**config.mk**
```make
export PLATFORM = sky130hd
export DESIGN_NAME = hds_stencil
export DESIGN_NICKNAME = d
export VERILOG_FILES = /design/src/hdl/hds_pkg.sv /design/src/hdl/hds_stencil.sv
export SDC_FILE = /design/constraint.sdc
export NUM_CORES = 1
export LEC_CHECK = 0
export ABC_AREA = 1
export BUFFER_PORTS_ARGS = -buffer_cell sky130_fd_sc_hd__buf_2
export CAP_MARGIN = 20
export CORE_MARGIN = 3
export CORE_UTILIZATION = 41
export DETAILED_ROUTE_END_ITERATION = 6
export GPL_TIMING_DRIVEN = 0
export SYNTH_ARGS = -nofsm -noshare
export SYNTH_HDL_FRONTEND = slang
export SYNTH_SLANG_ARGS = --single-unit
export TNS_END_PERCENT = 20
```
**constraint.sdc**
```tcl
create_clock -name vclk -period 11.19
set_input_delay 0.5595 -clock vclk [all_inputs]
set_output_delay 0.5595 -clock vclk [all_outputs]
set_load 0.02 [all_outputs]
```
**src/hdl/hds_pkg.sv**
```systemverilog
// Shared types and constants for the heat diffusion stencil block.
// No dependencies; compiled first.
package hds_pkg;

  // Field widths fixed by the item formats
  localparam int TEMP_BITS      = 16;
  localparam int GAIN_BITS      = 16;
  localparam int GAIN_FRAC      = 16;
  localparam int WIDTH_BITS     = 11;
  localparam int HEIGHT_BITS    = 16;
  localparam int CFG_INDEX_BITS = 2;
  localparam int CFG_DATA_BITS  = 16;

  // Register indexes on the configuration port
  localparam logic [CFG_INDEX_BITS-1:0] REG_GRID_WIDTH     = 2'd0;
  localparam logic [CFG_INDEX_BITS-1:0] REG_GRID_HEIGHT    = 2'd1;
  localparam logic [CFG_INDEX_BITS-1:0] REG_DIFFUSION_GAIN = 2'd2;

  // Register reset values
  localparam logic [WIDTH_BITS-1:0]  GRID_WIDTH_RST     = 11'd1024;
  localparam logic [HEIGHT_BITS-1:0] GRID_HEIGHT_RST    = 16'd1024;
  localparam logic [GAIN_BITS-1:0]   DIFFUSION_GAIN_RST = 16'd16384;

  // Input commands
  localparam logic CMD_CELL  = 1'b0;
  localparam logic CMD_DRAIN = 1'b1;

  // Saturation limits
  localparam logic signed [TEMP_BITS-1:0] TEMP_MAX = {1'b0, {(TEMP_BITS-1){1'b1}}};
  localparam logic signed [TEMP_BITS-1:0] TEMP_MIN = {1'b1, {(TEMP_BITS-1){1'b0}}};

  typedef struct packed {
    logic                        cmd;
    logic signed [TEMP_BITS-1:0] temp_in;
  } in_item_t;

  typedef struct packed {
    logic signed [TEMP_BITS-1:0] temp_out;
    logic                        last;
  } out_item_t;

  // Which neighbours exist; a missing one is replaced by the center value
  typedef struct packed {
    logic has_north;
    logic has_west;
    logic has_east;
    logic south_is_ctr;
  } nbr_sel_t;

endpackage

```
**src/hdl/hds_stencil.sv**
```systemverilog
// Five-point update: c + floor(gain * (N + S + E + W - 4c) / 2^16), saturated.
// Depends on hds_pkg. Purely combinational.
module hds_stencil (
  input  logic signed [hds_pkg::TEMP_BITS-1:0] ctr,
  input  logic signed [hds_pkg::TEMP_BITS-1:0] north,
  input  logic signed [hds_pkg::TEMP_BITS-1:0] south,
  input  logic signed [hds_pkg::TEMP_BITS-1:0] east,
  input  logic signed [hds_pkg::TEMP_BITS-1:0] west,
  input  hds_pkg::nbr_sel_t                    sel,
  input  logic [hds_pkg::GAIN_BITS-1:0]        gain,
  output logic signed [hds_pkg::TEMP_BITS-1:0] temp_new
);
  import hds_pkg::*;

  localparam int LAP_W  = TEMP_BITS + 3;
  localparam int PROD_W = LAP_W + GAIN_BITS + 1;
  localparam int QUO_W  = PROD_W - GAIN_FRAC;
  localparam int SUM_W  = QUO_W + 1;

  logic signed [TEMP_BITS-1:0] n_v, s_v, e_v, w_v;
  logic signed [LAP_W-1:0]     lap;
  logic signed [PROD_W-1:0]    prod;
  logic signed [QUO_W-1:0]     quo;
  logic signed [SUM_W-1:0]     sum;
  logic [SUM_W-TEMP_BITS:0]    top_bits;

  // border substitution
  assign n_v = sel.has_north    ? north : ctr;
  assign s_v = sel.south_is_ctr ? ctr   : south;
  assign e_v = sel.has_east     ? east  : ctr;
  assign w_v = sel.has_west     ? west  : ctr;

  // Laplacian, gain product, floor by arithmetic shift
  assign lap  = LAP_W'(n_v) + LAP_W'(s_v) + LAP_W'(e_v) + LAP_W'(w_v)
              - (LAP_W'(ctr) <<< 2);
  assign prod = PROD_W'(lap) * PROD_W'($signed({1'b0, gain}));
  assign quo  = $signed(prod[PROD_W-1:GAIN_FRAC]);
  assign sum  = SUM_W'(ctr) + SUM_W'(quo);

  // saturate: all bits from the sign of the result upward must agree
  assign top_bits = sum[SUM_W-1:TEMP_BITS-1];

  always_comb begin
    if (top_bits == '0 || top_bits == '1) begin
      temp_new = sum[TEMP_BITS-1:0];
    end else if (sum[SUM_W-1]) begin
      temp_new = TEMP_MIN;
    end else begin
      temp_new = TEMP_MAX;
    end
  end

endmodule

```
==> Yosys cells after proc, flatten, opt, wreduce, memory -nomap -nowiden <==
Cells that the tools add are included.
{ "totals": {"ff_bits": 0, "latchBits": 0, "mem_bits_rw": 0, "mem_bits_ro": 0, "input_bits": 100, "output_inout_bits": 16, "elab_cells": 15, "mem_count": 0} }
{ "classes": {"n_addsub": 5, "mul": 1, "n_div": 0, "n_lt_le_gt_ge": 0, "eq_ne": 1, "n_shift": 0, "mux": 6, "bitwise_logic": 0, "n_reduce_logical": 2} }
{ "ops": {"columns": ["op", "n"], "rows": [
  ["16-bit 2-to-1 mux", 6],
  ["19-bit by 17-bit multiplier with 36-bit output", 1],
  ["16-bit by 20-bit adder with 21-bit output", 1],
  ["18-bit by 16-bit adder with 19-bit output", 1],
  ["19-bit by 18-bit subtractor with 19-bit output", 1],
  ["17-bit by 16-bit adder with 18-bit output", 1],
  ["16-bit by 16-bit adder with 17-bit output", 1],
  ["6-bit == test, second input constant", 1],
  ["6-bit logical NOT", 1],
  ["1-bit logical OR", 1]
]} }

==> Logic depth before layout (Yosys ltp) <==
Gate-level depths: netlist of run 1.
{ "logic_depth": {"ltp_word": 10, "depth_mapped": 59, "ltp_nobuf": 57} }

==> Worst setup path before layout of run 1 <==
No wires, ideal clock.
{ "synth_timing": {"path_kind": "input to output", "startpoint": "input sel[0] in the netlist's numbering", "endpoint": "output temp_new[10] in the netlist's numbering", "t_arrival_ps": 10377, "required_time_ps": 10631, "path_slack_ps": 254, "cell_stages": 54, "n_path_buf": 4, "path_cell_list": "clkbuf_1 > nor2_1 > a21oi_1 > fa_1 > fa_1 > inv_1 > fa_1 > inv_1 > ha_1 > nand2_1 > nor3_1 > and2_1 > nand3_1 > nand3_1 > or2_1 > nand2_2 > nor2_1 > inv_1 > (+18 left out) > nand2_1 > xor2_1 > ha_1 > nand2_1 > nor2_1 > nand2_1 > nor2_1 > nand2_1 > nand3_1 > nand2_1 > nand2_2 > inv_2 > nor2_2 > nand2_2 > nand2_4 > buf_8 > nand2_1 > nand2_1"} }
{ "synth_via": {"elab_chain_len": 10, "word_cells_on_any_way": 12, "classes_between": "5 x add/sub; 1 x mul; 1 x eq/ne; 3 x mux; 2 x reduce/logical"} }
{ "synth_lines": {"columns": ["item", "line_no", "rtl"], "rows": [
  ["from (decl)", "hds_stencil.sv:9", "input hds_pkg::nbr_sel_t sel,"],
  ["16-bit 2-to-1 mux *", "hds_stencil.sv:29", "assign s_v = sel.south_is_ctr ? ctr : south;"],
  ["16-bit by 16-bit adder with 17-bit output *", "hds_stencil.sv:34", "assign lap = LAP_W'(n_v) + LAP_W'(s_v) + LAP_W'(e_v) + LAP_W'(w_v)"],
  ["17-bit by 16-bit adder with 18-bit output *", "hds_stencil.sv:34", null],
  ["18-bit by 16-bit adder with 19-bit output *", "hds_stencil.sv:34", null],
  ["19-bit by 18-bit subtractor with 19-bit output *", "hds_stencil.sv:35", "- (LAP_W'(ctr) <<< 2);"],
  ["19-bit by 17-bit multiplier with 36-bit output *", "hds_stencil.sv:36", "assign prod = PROD_W'(lap) * PROD_W'($signed({1'b0, gain}));"],
  ["16-bit by 20-bit adder with 21-bit output *", "hds_stencil.sv:38", "assign sum = SUM_W'(ctr) + SUM_W'(quo);"],
  ["6-bit == test / 6-bit logical NOT (equally long branches)", "hds_stencil.sv:44", "if (top_bits == '0 || top_bits == '1) begin"],
  ["1-bit logical OR", "hds_stencil.sv:44", null],
  ["16-bit 2-to-1 mux *", "hds_stencil.sv:44", null],
  ["to (decl)", "hds_stencil.sv:11", "output logic signed [hds_pkg::TEMP_BITS-1:0] temp_new"]
]} }
Every way passes the cells marked *; elsewhere a longest branch is shown, timed or not.

==> Final worst setup path of run 1 <==
{ "layout_timing": {"startpoint": "input ctr[13] in the netlist's numbering", "endpoint": "output temp_new[5] in the netlist's numbering"} }
{ "layout_via": {"elab_chain_len": 10, "word_cells_on_any_way": 15, "classes_between": "5 x add/sub; 1 x mul; 1 x eq/ne; 6 x mux; 2 x reduce/logical"} }
{ "layout_lines": {"columns": ["item", "line_no", "rtl"], "rows": [
  ["from (decl)", "hds_stencil.sv:4", "input logic signed [hds_pkg::TEMP_BITS-1:0] ctr,"],
  ["16-bit 2-to-1 mux, on equally long branches", "hds_stencil.sv:28, hds_stencil.sv:29", null],
  ["16-bit by 16-bit adder with 17-bit output", "hds_stencil.sv:34", null],
  ["17-bit by 16-bit adder with 18-bit output", "hds_stencil.sv:34", null],
  ["18-bit by 16-bit adder with 19-bit output", "hds_stencil.sv:34", null],
  ["19-bit by 18-bit subtractor with 19-bit output", "hds_stencil.sv:35", null],
  ["19-bit by 17-bit multiplier with 36-bit output", "hds_stencil.sv:36", null],
  ["16-bit by 20-bit adder with 21-bit output *", "hds_stencil.sv:38", null],
  ["6-bit == test / 6-bit logical NOT (equally long branches)", "hds_stencil.sv:44", null],
  ["1-bit logical OR", "hds_stencil.sv:44", null],
  ["16-bit 2-to-1 mux *", "hds_stencil.sv:44", null]
]} }
Marked as above.

==> results.toml, run 1 <==
[outcome]
status = "complete, but fails checks"
violations = "setup timing"

[worst_setup_path]
critPathMostFrequentCell = "nand2_1"
slowest_delay_ns = 0.57
worstSetupStartpointType = "input pin"
crit_fanout = 5
cp_slowest_cell = "fa_2"
crit_required_ns = 10.63
worstPathArrival_ns = 10.72
critPathKind = "in2out"
critPathCaptureType = "output port"

[route]
drc = 0
drtIter0Drc = 1167
totalWireLength_microns = 53100
vias = 15035
drtAntennaViolNets = 0
drt_pass1_iterations = 5
wl_per_cell_microns = 18.2
viasPerCell = 5.15

[synthesis]
synth_nets = 2774
yosysSeqAreaShare = 0
synth_area_sq_um = 16100
synth_commonest_cells = "inv_1, nand2_1, fa_1, nor2_1, ha_1"
syn-mean-instance-area_sq_um = 7.33
postSynthCellCount = 2190
synth_area_leaders = "fa_1, inv_1, ha_1"
synth_top_area_share = 0.436
ys_types = 44
yosysWarnings = 0
yosysTopAreaCell = "fa_1"
yosysMostFrequentCell = "inv_1"

[die]
io_pins = 116
die_w_microns = 204
coreArea_sq_um = 38100
core.rowCount = 71
die_h_microns = 204
design.die.area_sq_um = 41600
start_util = 0.421

[worst_hold_path]
min_from = "ctr[0]"
hold_path.class = "in2out"
hold-path-endpoint = "temp_new[0]"
min_path_cells = 5

[timing]
relSlewSlack = 0.395
timing.hold.ws_ns = 1.66
finalCritPeriodShare = 1.01
worstMarginPinSlew_ns = 0.907
slew_viol_final = 0
rsz0062_at_grt = "true"
hold_viol = 0
clock.fmax_mhz = 88.7
finalSetupViolations = 15
layout_min_cycle_time_ns = 11.28
setup_slack_ns = -0.0885

[place]
dpl.cell_count = 2807
gp_congestion = 0.948
port_buffers = 106
dp.final_hpwl_microns = 43800

[grt]
grt_pass1_vias = 15725
antenna_found_initial = 2
overflow = 0
grt_pass1_wl_microns = 83800
grt.total_usage = 0.254
grt_max_degree = 12

[finish]
nClkBuffers = 0
fin_nets = 2995
final_cells = 2921
final_util = 0.543
drive_above_1_share = 0.266
syn_to_final_growth_pct = 28.8
design.seq.count = 0
seq_area_sq_um = 0

[job]
max_cap_viol_count = 0
## routing by layer
metal	wire, microns	global-route usage	up-vias
li1	-	-	6879
met1	22500	0.352	7474
met2	24900	0.418	569
met3	3750	0.0357	111
met4	1910	0.0710	2
met5	13	0	-
## how the worst max path moves through the flow
stage / from / end / depth (start not counted) / slack, ns
3_5_place_dp: sel[0] / temp_new[5] / 52 / -1.87
5_1_grt: ctr[13] / temp_new[5] / 55 / -0.49
3_3_place_gp: sel[0] / temp_new[6] / 52 / -1.72
6_report: ctr[13] / temp_new[5] / 53 / -0.09
2_1_floorplan: sel[0] / temp_new[10] / 54 / 0.25
4_1_cts: sel[0] / temp_new[7] / 55 / -0.11
## cells by family (layout without fill, tap and decap cells)
| logic type | Yosys count | after routing | share of synthesized area |
|---|---|---|---|
| and+or+nand+nor | 790 | 790 | 0.202 |
| xor gates and xnor gates | 59 | 59 | 0.0331 |
| buffers and inverters | 646 | 865 | 0.153 |
| other | 0 | 1 | 0 |
| adders and majority gates | 484 | 484 | 0.541 |
| AOI/OAI and AO/OA | 211 | 211 | 0.0717 |
## worst max-delay path: cells and delay by family
family	cells	cell delay, ns
xor gates and xnor gates	1	0.15
AOI/OAI and AO/OA	2	0.31
buffers and inverters	13	1.35
adders and majority gates	12	5.56
and+or+nand+nor	25	2.78
## cell type report
class / instances / area (sq um)
Tap cell: 511 / 639
Inverter: 594 / 2280
Fill cell: 3534 / 17400
Multi-Input combinational cell: 1544 / 15800
Antenna cell: 1 / 2.50
Timing Repair Buffer: 221 / 1640
Buffer: 50 / 348
## what timing repair did
item,4_1_cts,5_1_grt
setup buffers,49,61
endpoints found under the setup margin,16,16
pin swaps,76,158
resized for setup,316,293
hold buffers,0,0
cloned,1,4
## cell usage in the layout (no fill, tap or decap), drive strengths merged
cell type | netlist | routed
clkinv | 4 | 2
nor3 | 9 | 9
nor2 | 220 | 220
o31ai | 1 | 1
nand2 | 450 | 450
o21ai | 66 | 66
a221oi | 1 | 1
fa | 350 | 350
diode | 0 | 1
a21o | 4 | 4
a211oi | 1 | 1
and2 | 2 | 2
o221ai | 3 | 3
or2 | 14 | 14
a21boi | 3 | 3
nand2b | 4 | 4
clkinvlp | 0 | 7
o21bai | 10 | 10
o21a | 8 | 8
buf | 7 | 230
a31oi | 5 | 5
a21oi | 109 | 109
ha | 134 | 134
clkbuf | 45 | 41
xor2 | 37 | 37
nand3 | 70 | 70
nor4 | 4 | 4
nand4 | 16 | 16
inv | 590 | 585
xnor2 | 22 | 22
nand3b | 1 | 1
## through the flow
step	cell area (sq um)	TNS (ns)	setup slack (ns)
after floorplan	16100	0	0.254
after global placement	17200	-26.13	-1.72
after detailed placement	17200	-28.25	-1.87
after CTS	19000	-1.29	-0.111
after global routing	20700	-6.97	-0.489
final	20700	-0.608	-0.0885
Power of run 1 is not shown: default switching activity piles up to over one toggle a cycle in this logic, so the estimate is an artifact.
==> inputs of run 2 (changes only) <==
--- a/config.mk
+++ b/config.mk
@@ -12,6 +12,7 @@
 export CORE_UTILIZATION = 41
 export DETAILED_ROUTE_END_ITERATION = 6
 export GPL_TIMING_DRIVEN = 0
+export SKIP_LAST_GASP = 1
 export SYNTH_ARGS = -nofsm -noshare
 export SYNTH_HDL_FRONTEND = slang
 export SYNTH_SLANG_ARGS = --single-unit
==> results.toml, run 2 (same netlist as run 1, synthesis figures left out) <==
[outcome]
status = "complete, but fails checks"
violations = "setup timing"

[timing]
worstMarginPinSlew_ns = 0.910
finalSetupTns_ns = -0.988
setup_slack_ns = -0.109
finalSetupViolations = 15
hold_viol = 0
layout_min_cycle_time_ns = 11.30
timing.hold.ws_ns = 1.68
clock.fmax_mhz = 88.5
relSlewSlack = 0.393
finalCritPeriodShare = 1.01
slew_viol_final = 0
rsz0062_at_grt = "true"

[worst_setup_path]
critPathMostFrequentCell = "nand2_1"
cp_slowest_cell = "fa_2"
crit_fanout = 5
crit_family = "adder cells"
worstSetupStartpointType = "input pin"
crit_buf_inv = 13
critPathCaptureType = "output port"
critPathKind = "in2out"
worstPathArrival_ns = 10.74
crit_required_ns = 10.63
slowest_delay_ns = 0.57

[route]
wl_per_cell_microns = 18.1
vias = 15006
drt_pass1_iterations = 6
drc = 0
totalWireLength_microns = 53000
viasPerCell = 5.14
drtIter0Drc = 1078
drtAntennaViolNets = 0

[die]
coreArea_sq_um = 38100
start_util = 0.421
die_h_microns = 204
design.die.area_sq_um = 41600
core.rowCount = 71
die_w_microns = 204
io_pins = 116

[finish]
design.seq.count = 0
fin_nets = 2995
final_cell_mix = "inv_1, nand2_1, fa_1, nor2_1, buf_4"
nClkBuffers = 0
seq_area_sq_um = 0
final_common_cell = "inv_1"
fillers = 3540
syn_to_final_growth_pct = 28.6
drive_above_1_share = 0.264

[grt]
grt_pass1_wl_microns = 83800
antenna_found_initial = 2
overflow = 0
grt.total_usage = 0.254
grt_max_degree = 12
grt_pass1_vias = 15729

[clocking]
cts_hold_buf = 0

[place]
gp_congestion = 0.948
dp.final_hpwl_microns = 43800
pre_cts_slack_ns = -1.87
port_buffers = 106

[worst_hold_path]
hold_path.class = "in2out"

[job]
max_cap_viol_count = 0
==> run 2: timing repair <==
item / in CTS / in global routing
cloned: 1 / 4
endpoints found under the setup margin: 16 / 16
buffers inserted: 49 / 61
gates resized for setup: 308 / 288
pin swaps: 76 / 152
==> run 2: metrics by stage <==
stage | cells | utilization | area (sq um)
floorplan | 2190 | - | 16100
global placement | 2807 | 0.452 | 17200
detailed placement | 2807 | 0.452 | 17200
CTS | 2855 | 0.499 | 19000
global route | 2920 | 0.542 | 20600
finish | 2921 | 0.542 | 20600
==> run 2: final timing paths <==
path              startpoint     endpoint  slack, ns  cells past startpoint
setup / recovery     ctr[13]  temp_new[5]      -0.11                     53
hold / removal        ctr[0]  temp_new[0]       1.68                      5
==> run 2: cell type report <==
class                      instances  area [sq um]  share of cell area
antenna                            1          2.50            0.000121
tap                              511           639              0.0310
buffer                            50           348              0.0168
multi-input combinational       1544         15800               0.764
inverter                         594          2280               0.110
timing repair buffer             221          1610              0.0779
==> run 2: metal layers <==
layer / vias up / share of wire / track usage / routed length [microns]
met5: - / 0.00025 / 0 / 13
met1: 7424 / 0.42 / 0.352 / 22400
met4: 2 / 0.039 / 0.0710 / 2050
met3: 114 / 0.070 / 0.0357 / 3710
met2: 579 / 0.47 / 0.418 / 24800
li1: 6887 / - / - / -
Power of run 2 is left out for the same reason.
